### config.mk
export PLATFORM = sky130hd
export DESIGN_NAME = lpc_cell
export DESIGN_NICKNAME = d
export VERILOG_FILES = /design/src/hw/rtl/lpc_pkg.sv /design/src/hw/rtl/lpc_cell.sv
export SDC_FILE = /design/constraint.sdc
export NUM_CORES = 1
export LEC_CHECK = 0
export ABC_AREA = 1
export BUFFER_PORTS_ARGS = -buffer_cell sky130_fd_sc_hd__buf_2
export CAP_MARGIN = 30
export CORE_ASPECT_RATIO = 0.6
export CORE_MARGIN = 2
export CORE_UTILIZATION = 45
export CTS_CLUSTER_DIAMETER = 200
export CTS_CLUSTER_SIZE = 20
export DETAILED_ROUTE_END_ITERATION = 10
export MAX_ROUTING_LAYER = met4
export PLACE_DENSITY = 0.77
export SLEW_MARGIN = 15
export SYNTH_ARGS = -nofsm -noshare
export SYNTH_HDL_FRONTEND = slang
export SYNTH_SLANG_ARGS = --single-unit
### constraint.sdc
create_clock -name clock -period 2.9 [get_ports clock]
set_input_delay 0.87 -clock clock [delete_from_list [all_inputs] [get_ports clock]]
set_output_delay 0.87 -clock clock [all_outputs]
set_load 0.02 [all_outputs]
### src/hw/rtl/lpc_pkg.sv
// lpc_pkg: shared constants, types and state codes for the lru page cache
// no dependencies; imported by lpc_cell, lpc_ctrl and lru_page_cache
package lpc_pkg;

   // default geometry
   localparam int CAPACITY_DEF = 1024;
   localparam int KEY_BITS_DEF = 32;

   // fixed field widths
   localparam int PAGE_BITS  = 32;
   localparam int COUNT_BITS = 32;
   localparam int SLOT_BITS  = 11;

   localparam logic [SLOT_BITS-1:0]  SLOTS_RESET = SLOT_BITS'(1024);
   localparam logic [COUNT_BITS-1:0] COUNT_MAX   = '1;

   // token that runs back towards the head once the walk has stopped
   typedef struct packed {
      logic valid;
      logic hit;
   } back_type;

   typedef enum logic {
      ST_IDLE,
      ST_WALK
   } ctrl_state_type;

endpackage

### src/hw/rtl/lpc_cell.sv
// lpc_cell: one recency slot of the chain, holds one key
// depends on lpc_pkg (back_type)
module lpc_cell #(
   parameter int IDX      = 0,
   parameter int KEY_BITS = 32,
   parameter int OW       = 11,
   parameter bit IS_TAIL  = 1'b0
) (
   input  logic                clock,
   input  logic                reset,
   input  logic                wave_in_valid,
   input  logic [KEY_BITS-1:0] wave_in_key,
   input  logic [KEY_BITS-1:0] access_key,
   input  logic [OW-1:0]       occ,
   input  lpc_pkg::back_type   back_in,
   output logic                wave_out_valid,
   output logic [KEY_BITS-1:0] wave_out_key,
   output lpc_pkg::back_type   back_out
);
   import lpc_pkg::*;

   localparam logic [OW-1:0] MY_POS = OW'(IDX);

   logic [KEY_BITS-1:0] key_ff;
   logic                fwd_valid_ff, fwd_valid_in;
   logic [KEY_BITS-1:0] fwd_key_ff;
   back_type            back_ff, back_in_nxt;
   logic                live, match, stop;

   // slot holds a key when it lies below the occupancy
   assign live  = MY_POS < occ;
   assign match = live && (key_ff == access_key);
   assign stop  = !live || match || IS_TAIL;

   // walk goes on past this slot only while nothing stops it here
   assign fwd_valid_in = wave_in_valid && !stop;

   // stop report, or pass on what comes from further down
   always_comb begin
      if (wave_in_valid && stop) begin
         back_in_nxt.valid = 1'b1;
         back_in_nxt.hit   = match;
      end else begin
         back_in_nxt = back_in;
      end
   end

   // control registers
   always_ff @(posedge clock) begin
      if (reset) begin
         fwd_valid_ff <= 1'b0;
         back_ff      <= '0;
      end else begin
         fwd_valid_ff <= fwd_valid_in;
         back_ff      <= back_in_nxt;
      end
   end

   // key shifts in from the neighbour, old key moves on
   always_ff @(posedge clock) begin
      if (wave_in_valid) begin
         key_ff     <= wave_in_key;
         fwd_key_ff <= key_ff;
      end
   end

   assign wave_out_valid = fwd_valid_ff;
   assign wave_out_key   = fwd_key_ff;
   assign back_out       = back_ff;

endmodule

==> results.sh <==
export IMPL_status="completed"
export IMPL_p_leak_nw=1.55
export IMPL_fin_util_pct=62.2
export IMPL_std_cell_rows=21
export IMPL_cp_top_family="flip-flops"
export IMPL_fin_nets=400
export IMPL_clk_latency_ps=330
export IMPL_h_tree_depth=3
export IMPL_layout_commonest_cell="buf_2"
export IMPL_min_period_ps=1760
export IMPL_grt_pass1_wl_um=7590
export IMPL_firstDrtPassIters=4
export IMPL_syn_cell_area_mm2=0.00258
export IMPL_tightest_slew_ps=474
export IMPL_timing_critical_path_to_type="primary output"
export IMPL_post_cts_setup_buffers=0
export IMPL_cts_tree="yes"
export IMPL_yosys_warnings=0
export IMPL_finalCritPeriodShare_pct=60.7
export IMPL_antenna_found_initial=0
export IMPL_grt_pass1_vias=1691
export IMPL_grt_busiest_layer="met2"
export IMPL_grt_usage_pct=16.5
export IMPL_mostFrequentLayoutCells="buf_2, edfxtp_1, nand2_1"
export IMPL_hold_buffers=0
export IMPL_die_w_um=102
export IMPL_via_per_inst=4.29
export IMPL_slowest_delay_ps=390
export IMPL_post_drt_wl_per_cell_um=11.7
export IMPL_power_density_mw_per_mm2=614
export IMPL_rsz0062_at_grt="false"
export IMPL_cts_root_buf="clkbuf_8"
export IMPL_crit_fanout=1
export IMPL_drc=0
export IMPL_cp_slowest_cell="edfxtp_1"
export IMPL_hpwl_um=3610
export IMPL_hold_path_class="reg -> reg"
export IMPL_maxSlewViolCount=0
export IMPL_use_met1_pct=19.3
export IMPL_fin_ws_ps=1140
export IMPL_ctsResizeCount=0
export IMPL_start_util_pct=46.5
export IMPL_fmax_mhz=568
export IMPL_met3_usage_pct=5.59
export IMPL_coreArea_mm2=0.00554
export IMPL_grt_start_max_net_pins=39
export IMPL_io_pins=115
export IMPL_drt_iter0_markers=74
export IMPL_fin_skew_ps=4.93
export IMPL_synth_avg_cell_area_um2=13.3
export IMPL_fin_setup_tns_ps=0
export IMPL_diodes=0
export IMPL_path_class="reg -> out"
export IMPL_relSlewSlack_pct=68.4
export IMPL_vias=1738
export IMPL_arrival_ps=890
export IMPL_syn2layout_area_growth_pct=33.8
export IMPL_setup_viol=0
export IMPL_ir_worst_vdd_mv=0.328
export IMPL_synth_nets=273
export IMPL_cp_start_kind="register"
export IMPL_clock_sinks=67
export IMPL_ys_types=12
export IMPL_pre_cts_ws_ps=980
export IMPL_die_area_mm2=0.00637
export IMPL_required_ps=2030
export IMPL_clk_pin_slew_ps=70
export IMPL_n_fill_cell=461
export IMPL_clock_path_buffers=2
export IMPL_port_buffers=114
export IMPL_cts_inserted_buffers=9
export IMPL_finalWirelength_um=4730
export IMPL_path_cells="buf_2"
export IMPL_die_y_um=62.6
export IMPL_ant_nets=0
export IMPL_syn_inst=193
export IMPL_grtUsageMet2_pct=25.9
export IMPL_maxCapViolCount=0
export IMPL_place_gp_congestion=0.764
export IMPL_layout_drive_gt1_share_pct=40.3
export IMPL_seq_area_frac_synth_pct=76.9
export IMPL_cp_num_buf_inv=1
export IMPL_synth_ff_latch_count=67
export IMPL_grt_overflow_total=0
export IMPL_finalHoldViolations=0
-- worst paths after layout --
check | end | startpoint | slack [ps] | cells past startpoint
max | wave_out_key[21] | wave_out_key[21] | 1140 | 1
min | wave_out_key[30] | key_ff[30] | 470 | 0
max reg2reg | back_out[1] | key_ff[25] | 1530 | 9
min reg2reg | wave_out_key[30] | key_ff[30] | 470 | 0
-- where the power goes --
part / switching [mW] / internal (mW)
Clock: 0.328 / 0.390
Combinational: 0.124 / 0.101
Sequential: 0.0310 / 1.14
Total: 0.483 / 1.63
-- through the flow --
step | hold slack, ps | cells | cell area [um2] | power [mW]
finish | 468 | 405 | 3450 | 2.12
global route | 484 | 405 | 3450 | 2.22
CTS | 473 | 405 | 3450 | 2.14
detailed placement | 456 | 389 | 3260 | 1.42
global placement | 454 | 389 | 3260 | 1.41
floorplan | 449 | 193 | 2580 | 1.30
-- synth_stat cells (all sizes together) --
library cell | number | share of area, %
edfxtp | 64 | 75
xnor2 | 21 | 7.1
dfxtp | 3 | 2.3
nor2 | 14 | 2.1
nand3b | 1 | 0.29
nand3 | 1 | 0.19
inv | 26 | 3.8
nand2 | 58 | 8.5
nor3b | 1 | 0.29
nor3 | 1 | 0.19
a21oi | 3 | 0.58
-- layout make-up --
class                           count  area, um2  share of cell area, %
Sequential cell                    67       1980                   57.5
Timing Repair Buffer              116        586                   17.0
Multi-Input combinational cell    100        497                   14.4
Clock buffer                       10        128                   3.70
Tap cell                           80        100                   2.90
Inverter                           26       97.6                   2.83
Clock inverter                      6       56.3                   1.63
-- layer usage --
layer  part of all wire (%)  wire [um]
met5                      0          0
met4                    1.5         72
met3                    6.9        328
met2                     49       2330
met1                     42       2000
-- cells by family (layout without fill, tap and decap cells) --
logic type | Yosys count | after routing | synth area share (%)
compound gates | 3 | 3 | 0.583
xor+xnor | 21 | 21 | 7.14
buf+inv | 26 | 158 | 3.79
flops | 67 | 67 | 76.9
simple gates | 76 | 76 | 11.6
-- sequential cells by signal, summed over array words and instances (netlist names) --
register	count
key_ff	32
back_out	2
wave_out_key	32
wave_out_valid	1
Power figures use the tool's default switching activity.
