[src/hw/rtl/lpc_pkg.sv]
// lpc_pkg: shared constants, types and state codes for the lru page cache
// no dependencies; imported by lpc_cell, lpc_ctrl and lru_page_cache
package lpc_pkg;

   // default geometry
   localparam int CAPACITY_DEF = 1024;
   localparam int KEY_BITS_DEF = 32;

   // fixed field widths
   localparam int PAGE_BITS  = 32;
   localparam int COUNT_BITS = 32;
   localparam int SLOT_BITS  = 11;

   localparam logic [SLOT_BITS-1:0]  SLOTS_RESET = SLOT_BITS'(1024);
   localparam logic [COUNT_BITS-1:0] COUNT_MAX   = '1;

   // token that runs back towards the head once the walk has stopped
   typedef struct packed {
      logic valid;
      logic hit;
   } back_type;

   typedef enum logic {
      ST_IDLE,
      ST_WALK
   } ctrl_state_type;

endpackage

[src/hw/rtl/lpc_ctrl.sv]
// lpc_ctrl: command handshake, slot limit register, occupancy and counters
// depends on lpc_pkg (state codes, back_type, widths)
module lpc_ctrl #(
   parameter int CAPACITY = 1024,
   parameter int KEY_BITS = 32,
   parameter int OW       = 11
) (
   input  logic                                clock,
   input  logic                                reset,
   input  logic                                start,
   output logic                                busy,
   input  logic [lpc_pkg::PAGE_BITS-1:0]       req_page,
   input  logic                                csr_wr_en,
   input  logic [lpc_pkg::SLOT_BITS-1:0]       csr_wr_data,
   output logic                                rsp_valid,
   output logic                                rsp_hit,
   output logic [lpc_pkg::COUNT_BITS-1:0]      rsp_hits_so_far,
   output logic [lpc_pkg::COUNT_BITS-1:0]      rsp_accesses_so_far,
   output logic                                go,
   output logic [KEY_BITS-1:0]                 access_key,
   output logic [OW-1:0]                       occ,
   input  lpc_pkg::back_type                   head_back
);
   import lpc_pkg::*;

   localparam int CB = (KEY_BITS < PAGE_BITS) ? KEY_BITS : PAGE_BITS;

   ctrl_state_type       state_ff, state_in;
   logic [SLOT_BITS-1:0] slots_ff;
   logic [KEY_BITS-1:0]  key_ff;
   logic                 go_ff, go_in;
   logic [OW-1:0]        occ_ff, occ_in;
   logic [COUNT_BITS-1:0] hits_ff, hits_in, acc_ff, acc_in;
   logic                 rsp_valid_ff, rsp_valid_in;
   logic                 rsp_hit_ff;
   logic [OW-1:0]        lim;
   logic                 accept, done;

   assign accept = start && (state_ff == ST_IDLE);
   assign done   = (state_ff == ST_WALK) && head_back.valid;

   // effective limit: zero reads as one, clamp at capacity
   always_comb begin
      if (slots_ff == '0) begin
         lim = OW'(1);
      end else if (32'(slots_ff) > CAPACITY) begin
         lim = OW'(CAPACITY);
      end else begin
         lim = OW'(slots_ff);
      end
   end

   // next state, walk launch and bookkeeping on completion
   always_comb begin
      state_in     = state_ff;
      go_in        = 1'b0;
      occ_in       = occ_ff;
      hits_in      = hits_ff;
      acc_in       = acc_ff;
      rsp_valid_in = 1'b0;
      unique case (state_ff)
         ST_IDLE: begin
            if (accept) begin
               go_in    = 1'b1;
               state_in = ST_WALK;
            end
         end
         ST_WALK: begin
            if (done) begin
               state_in     = ST_IDLE;
               rsp_valid_in = 1'b1;
               if (acc_ff != COUNT_MAX) begin
                  acc_in = acc_ff + 1'b1;
               end
               if (head_back.hit) begin
                  if (hits_ff != COUNT_MAX) begin
                     hits_in = hits_ff + 1'b1;
                  end
               end else if (occ_ff >= lim) begin
                  occ_in = lim;
               end else begin
                  occ_in = occ_ff + 1'b1;
               end
            end
         end
         default: state_in = ST_IDLE;
      endcase
   end

   // control registers
   always_ff @(posedge clock) begin
      if (reset) begin
         state_ff     <= ST_IDLE;
         go_ff        <= 1'b0;
         occ_ff       <= '0;
         hits_ff      <= '0;
         acc_ff       <= '0;
         rsp_valid_ff <= 1'b0;
         slots_ff     <= SLOTS_RESET;
      end else begin
         state_ff     <= state_in;
         go_ff        <= go_in;
         occ_ff       <= occ_in;
         hits_ff      <= hits_in;
         acc_ff       <= acc_in;
         rsp_valid_ff <= rsp_valid_in;
         if (csr_wr_en) begin
            slots_ff <= csr_wr_data;
         end
      end
   end

   // payload registers
   always_ff @(posedge clock) begin
      if (accept) begin
         key_ff <= KEY_BITS'(req_page[CB-1:0]);
      end
      if (done) begin
         rsp_hit_ff <= head_back.hit;
      end
   end

   assign busy                = (state_ff != ST_IDLE);
   assign go                  = go_ff;
   assign access_key          = key_ff;
   assign occ                 = occ_ff;
   assign rsp_valid           = rsp_valid_ff;
   assign rsp_hit             = rsp_hit_ff;
   assign rsp_hits_so_far     = hits_ff;
   assign rsp_accesses_so_far = acc_ff;

endmodule

[config.mk]
export PLATFORM = sky130hd
export DESIGN_NAME = lpc_ctrl
export DESIGN_NICKNAME = d
export VERILOG_FILES = /design/src/hw/rtl/lpc_pkg.sv /design/src/hw/rtl/lpc_ctrl.sv
export SDC_FILE = /design/constraint.sdc
export NUM_CORES = 1
export LEC_CHECK = 0
export BUFFER_PORTS_ARGS = -buffer_cell sky130_fd_sc_hd__buf_2
export CAP_MARGIN = 20
export CORE_MARGIN = 3
export CORE_UTILIZATION = 52
export DETAILED_ROUTE_END_ITERATION = 10
export PLACE_DENSITY = 0.8
export SYNTH_ARGS = -nofsm -noshare
export SYNTH_HDL_FRONTEND = slang
export SYNTH_SLANG_ARGS = --single-unit
[constraint.sdc]
create_clock -name clock -period 3.5 [get_ports clock]
set_input_delay 0.875 -clock clock [delete_from_list [all_inputs] [get_ports clock]]
set_output_delay 0.875 -clock clock [all_outputs]
set_load 0.02 [all_outputs]
==> out/qor.csv <==
stage,metric,value,unit
run_status,status,completed,
route,vias,4858,
setup_path,setup.worst_path.end_class,flop,
route,wl_per_cell,16.1,um
die,start_util,54.8,%
power_and_ir_drop,power_density,484,nW/um^2
die,coreArea,10000,um^2
global_routing,grt_usage,23.8,%
setup_path,regToRegEndpoint,occ[10],
power_and_ir_drop,intPower,2.59,mW
yosys,ys.warnings.count,0,
hold_path,hold_path.class,flop to flop,
timing,rsz0062_at_grt,false,
yosys,synth_top_family_by_area,simple AND/OR/NAND/NOR gates,
yosys,synth_compound_area_share,6.94,%
clocking,hold_buffers,0,
hold_path,holdPathEnd,rsp_hits_so_far[3],
setup_path,cp-startpoint,slots_ff[6],
yosys,muxShareOfSynthArea,2.79,%
yosys,synth_cells,574,
route,via_per_inst,5.53,
setup_path,cp-start-kind,flop,
route,drtIter0Drc,289,
place,portBuffers,159,
yosys,synth.distinct_cells,48,
global_routing,grt_util_met3,5.68,%
clocking,cts.sinks,122,
yosys,ys_async_sr_fraction,0,%
layout,final_cell_mix,"buf_2 (159), dfxtp_1 (89), nor2_1 (86), nand2_1 (42), nand3_1 (42)",
setup_path,critical_path_arrival,3.41,ns
die,die_w,109,um
yosys,syn_avg_cell_area,9.54,um^2
timing,worst_slew_pin_slew,0.823,ns
layout,finalInstanceArea,6940,um^2
power_and_ir_drop,sequentialPowerShare,45.1,%
setup_path,critPathMaxFanout,4,
yosys,synth_top_cell_area_share,32.5,%
global_routing,grt_max_degree,35,
route,dr.pass1.iters,5,
timing,hold_viol,0,
run,cap_violations,0,
timing,fin_crit,3.00,ns
global_routing,grtUsageMet2,41.9,%
clocking,clockBufferDepth,2,
clocking,cts_tree,yes,
yosys,synthFlopType,dfxtp_1,
layout,nNetsFinal,795,
setup_path,r2r.worst_path.cells,10,
die,die-area,11800,um^2
hold_path,hold_path_depth,2,
layout,post-route-util,69.4,%
timing,finalCritPeriodShare,85.8,%
clocking,cts-buffers-inserted,17,
timing,tns,0,ns
yosys,yosysTopAreaCell,dfxtp_1,
yosys,synth_nets,637,
yosys,syn_area,5480,um^2
yosys,synthXorXnorAreaFrac,7.99,%
route,wirelength,14100,um
power_and_ir_drop,p_clk_share,48.6,%
layout,layout_commonest_cell,buf_2,
power_and_ir_drop,p_leak,2.92,nW
yosys,synth_area_leaders,"dfxtp_1 (33%), edfxtp_1 (18%), xor2_1 (6.2%)",
die,std_cell_rows,36,
place,hpwl,10300,um
timing,clock.fmax,0.333,GHz
setup_path,cp.required,3.91,ns
layout,antenna_cells,0,
die,ioPinCount,160,
global_routing,grt_pass1_vias,4553,
yosys,ys_ff_latch,122,
hold_path,hold_start,rsp_hits_so_far[3],
timing,setup_viol,0,
power_and_ir_drop,swShare,22.9,%
die,dieHeight,109,um
layout,drive_above_1_share,27.4,%
clocking,htreeDepth,4,
setup_path,ff2ff_setup_slack,0.50,ns
setup_path,path_class,flop to flop,
power_and_ir_drop,p_comb_share,6.3,%
yosys,ys_seq_area_share,50.6,%
clocking,post-cts-setup-buffer-count,0,
global_routing,antenna_found_initial,0,
power_and_ir_drop,ir_worst_vdd,0.361,mV
timing,slew_headroom,45.1,%
timing,final.setup_skew,0.00820,ns
global_routing,grt_pass1_wl,22200,um
yosys,synth-edff-count,33,
power_and_ir_drop,switching_power,0.770,mW
clocking,worstSkewPairLatency,0.50,ns
global_routing,use_met1,28.2,%
timing,drv_slew,0,
route,postRouteAntennaNets,0,
yosys,yosys.area_share.simple,25.9,%
yosys,yosys.area_share.adder,3.20,%
global_routing,grt_overflow,0,
clocking,post_cts_resize_count,0,
setup_path,reg2reg_from,slots_ff[6],
clocking,clock_tree.root_cell,clkbuf_8,
route,route.detailed.drc,0,
layout,areaGrowthSynthToFinish,26.6,%
place,post_dp_cell_area,6380,um^2
power_and_ir_drop,power.total,3.36,mW
clocking,clk_pin_slew,0.06,ns
global_routing,grt_busiest_layer,met2,
place,gp_congestion,0.882,
==> kinds of logic (layout without fill, tap and decap cells) <==
group | Yosys count | in the layout
AND/OR/NAND/NOR | 278 | 278
flip-flops | 122 | 122
AO/OA/AOI/OAI | 59 | 59
XOR/XNOR | 50 | 50
buffers and inverters | 36 | 207
multiplexers | 15 | 15
adder cells (fa/ha/maj) | 14 | 14
==> Yosys cell counts (3+ instances only) <==
cell type and count:
and2_1 13, nor3_1 9, ha_1 14, xnor2_1 11
buf_2 3, or3_1 11, nor2_1 86, or2_2 3
mux2i_1 13, nand2_1 42, nand4_1 33, nand3_1 42
inv_1 11, nor4_1 8, a211oi_1 3, o21ai_0 19
edfxtp_1 33, a31oi_1 8, dfxtp_1 89, a21oi_1 16
buf_1 5, clkbuf_1 16, xor2_1 39, nand2b_1 4
and3_1 11, and4_1 6
==> layer usage <==
metal,up-vias,routed length (um)
li1,2370,-
met2,196,7070
met4,0,302
met5,-,0
met1,2269,5720
met3,23,1060
==> worst max-delay path, cell delays in order, from the launching register on <==
cell,delay [ns]
dfxtp_1,0.34
nor4_1,0.37
a31oi_1,0.14
nor2_1,0.18
ha_1,0.26
nor3b_1,0.19
nor2_1,0.08
o31ai_1,0.42
nand2_1,0.20
or4_1,0.54
a41oi_1,0.20
==> final cells by class <==
class	instances	area (um^2)
Fill cell	785	3060
Sequential cell	122	2770
Multi-Input combinational cell	416	2570
Timing Repair Buffer	163	826
Clock buffer	19	432
Tap cell	133	166
Clock inverter	13	128
Inverter	12	45.0
==> power by group through the flow <==
stage / clock [mW] / sequential, mW / combinational (mW)
after CTS: 1.66 / 1.51 / 0.213
after floorplan: 0 / 1.58 / 0.0929
final: 1.63 / 1.52 / 0.212
after global placement: 0 / 1.54 / 0.205
after global routing: 1.73 / 1.52 / 0.232
after detailed placement: 0 / 1.54 / 0.212
==> registers in the layout (all words and copies together), names as in the netlist <==
name / cells
occ: 11
rsp_hits_so_far: 32
rsp_accesses_so_far: 32
slots_ff: 11
rsp_valid: 1
rsp_hit: 1
access_key: 32
go: 1
busy: 1
==> how the worst max path moves through the flow <==
stage | to | cells after the start
finish | occ[10] | 10
global route | occ[10] | 10
CTS | occ[10] | 10
detailed placement | occ[10] | 10
global placement | occ[5] | 11
floorplan | occ[10] | 10
==> through the flow <==
stage / setup WS [ns] / instances / hold slack [ns]
after CTS: 0.491 / 878 / 0.514
final: 0.498 / 878 / 0.511
after global placement: 0.691 / 846 / 0.483
after detailed placement: 0.520 / 846 / 0.505
after global routing: 0.153 / 878 / 0.525
after floorplan: 1.00 / 574 / 0.461
Note: power is estimated with default switching activity, not from simulation.
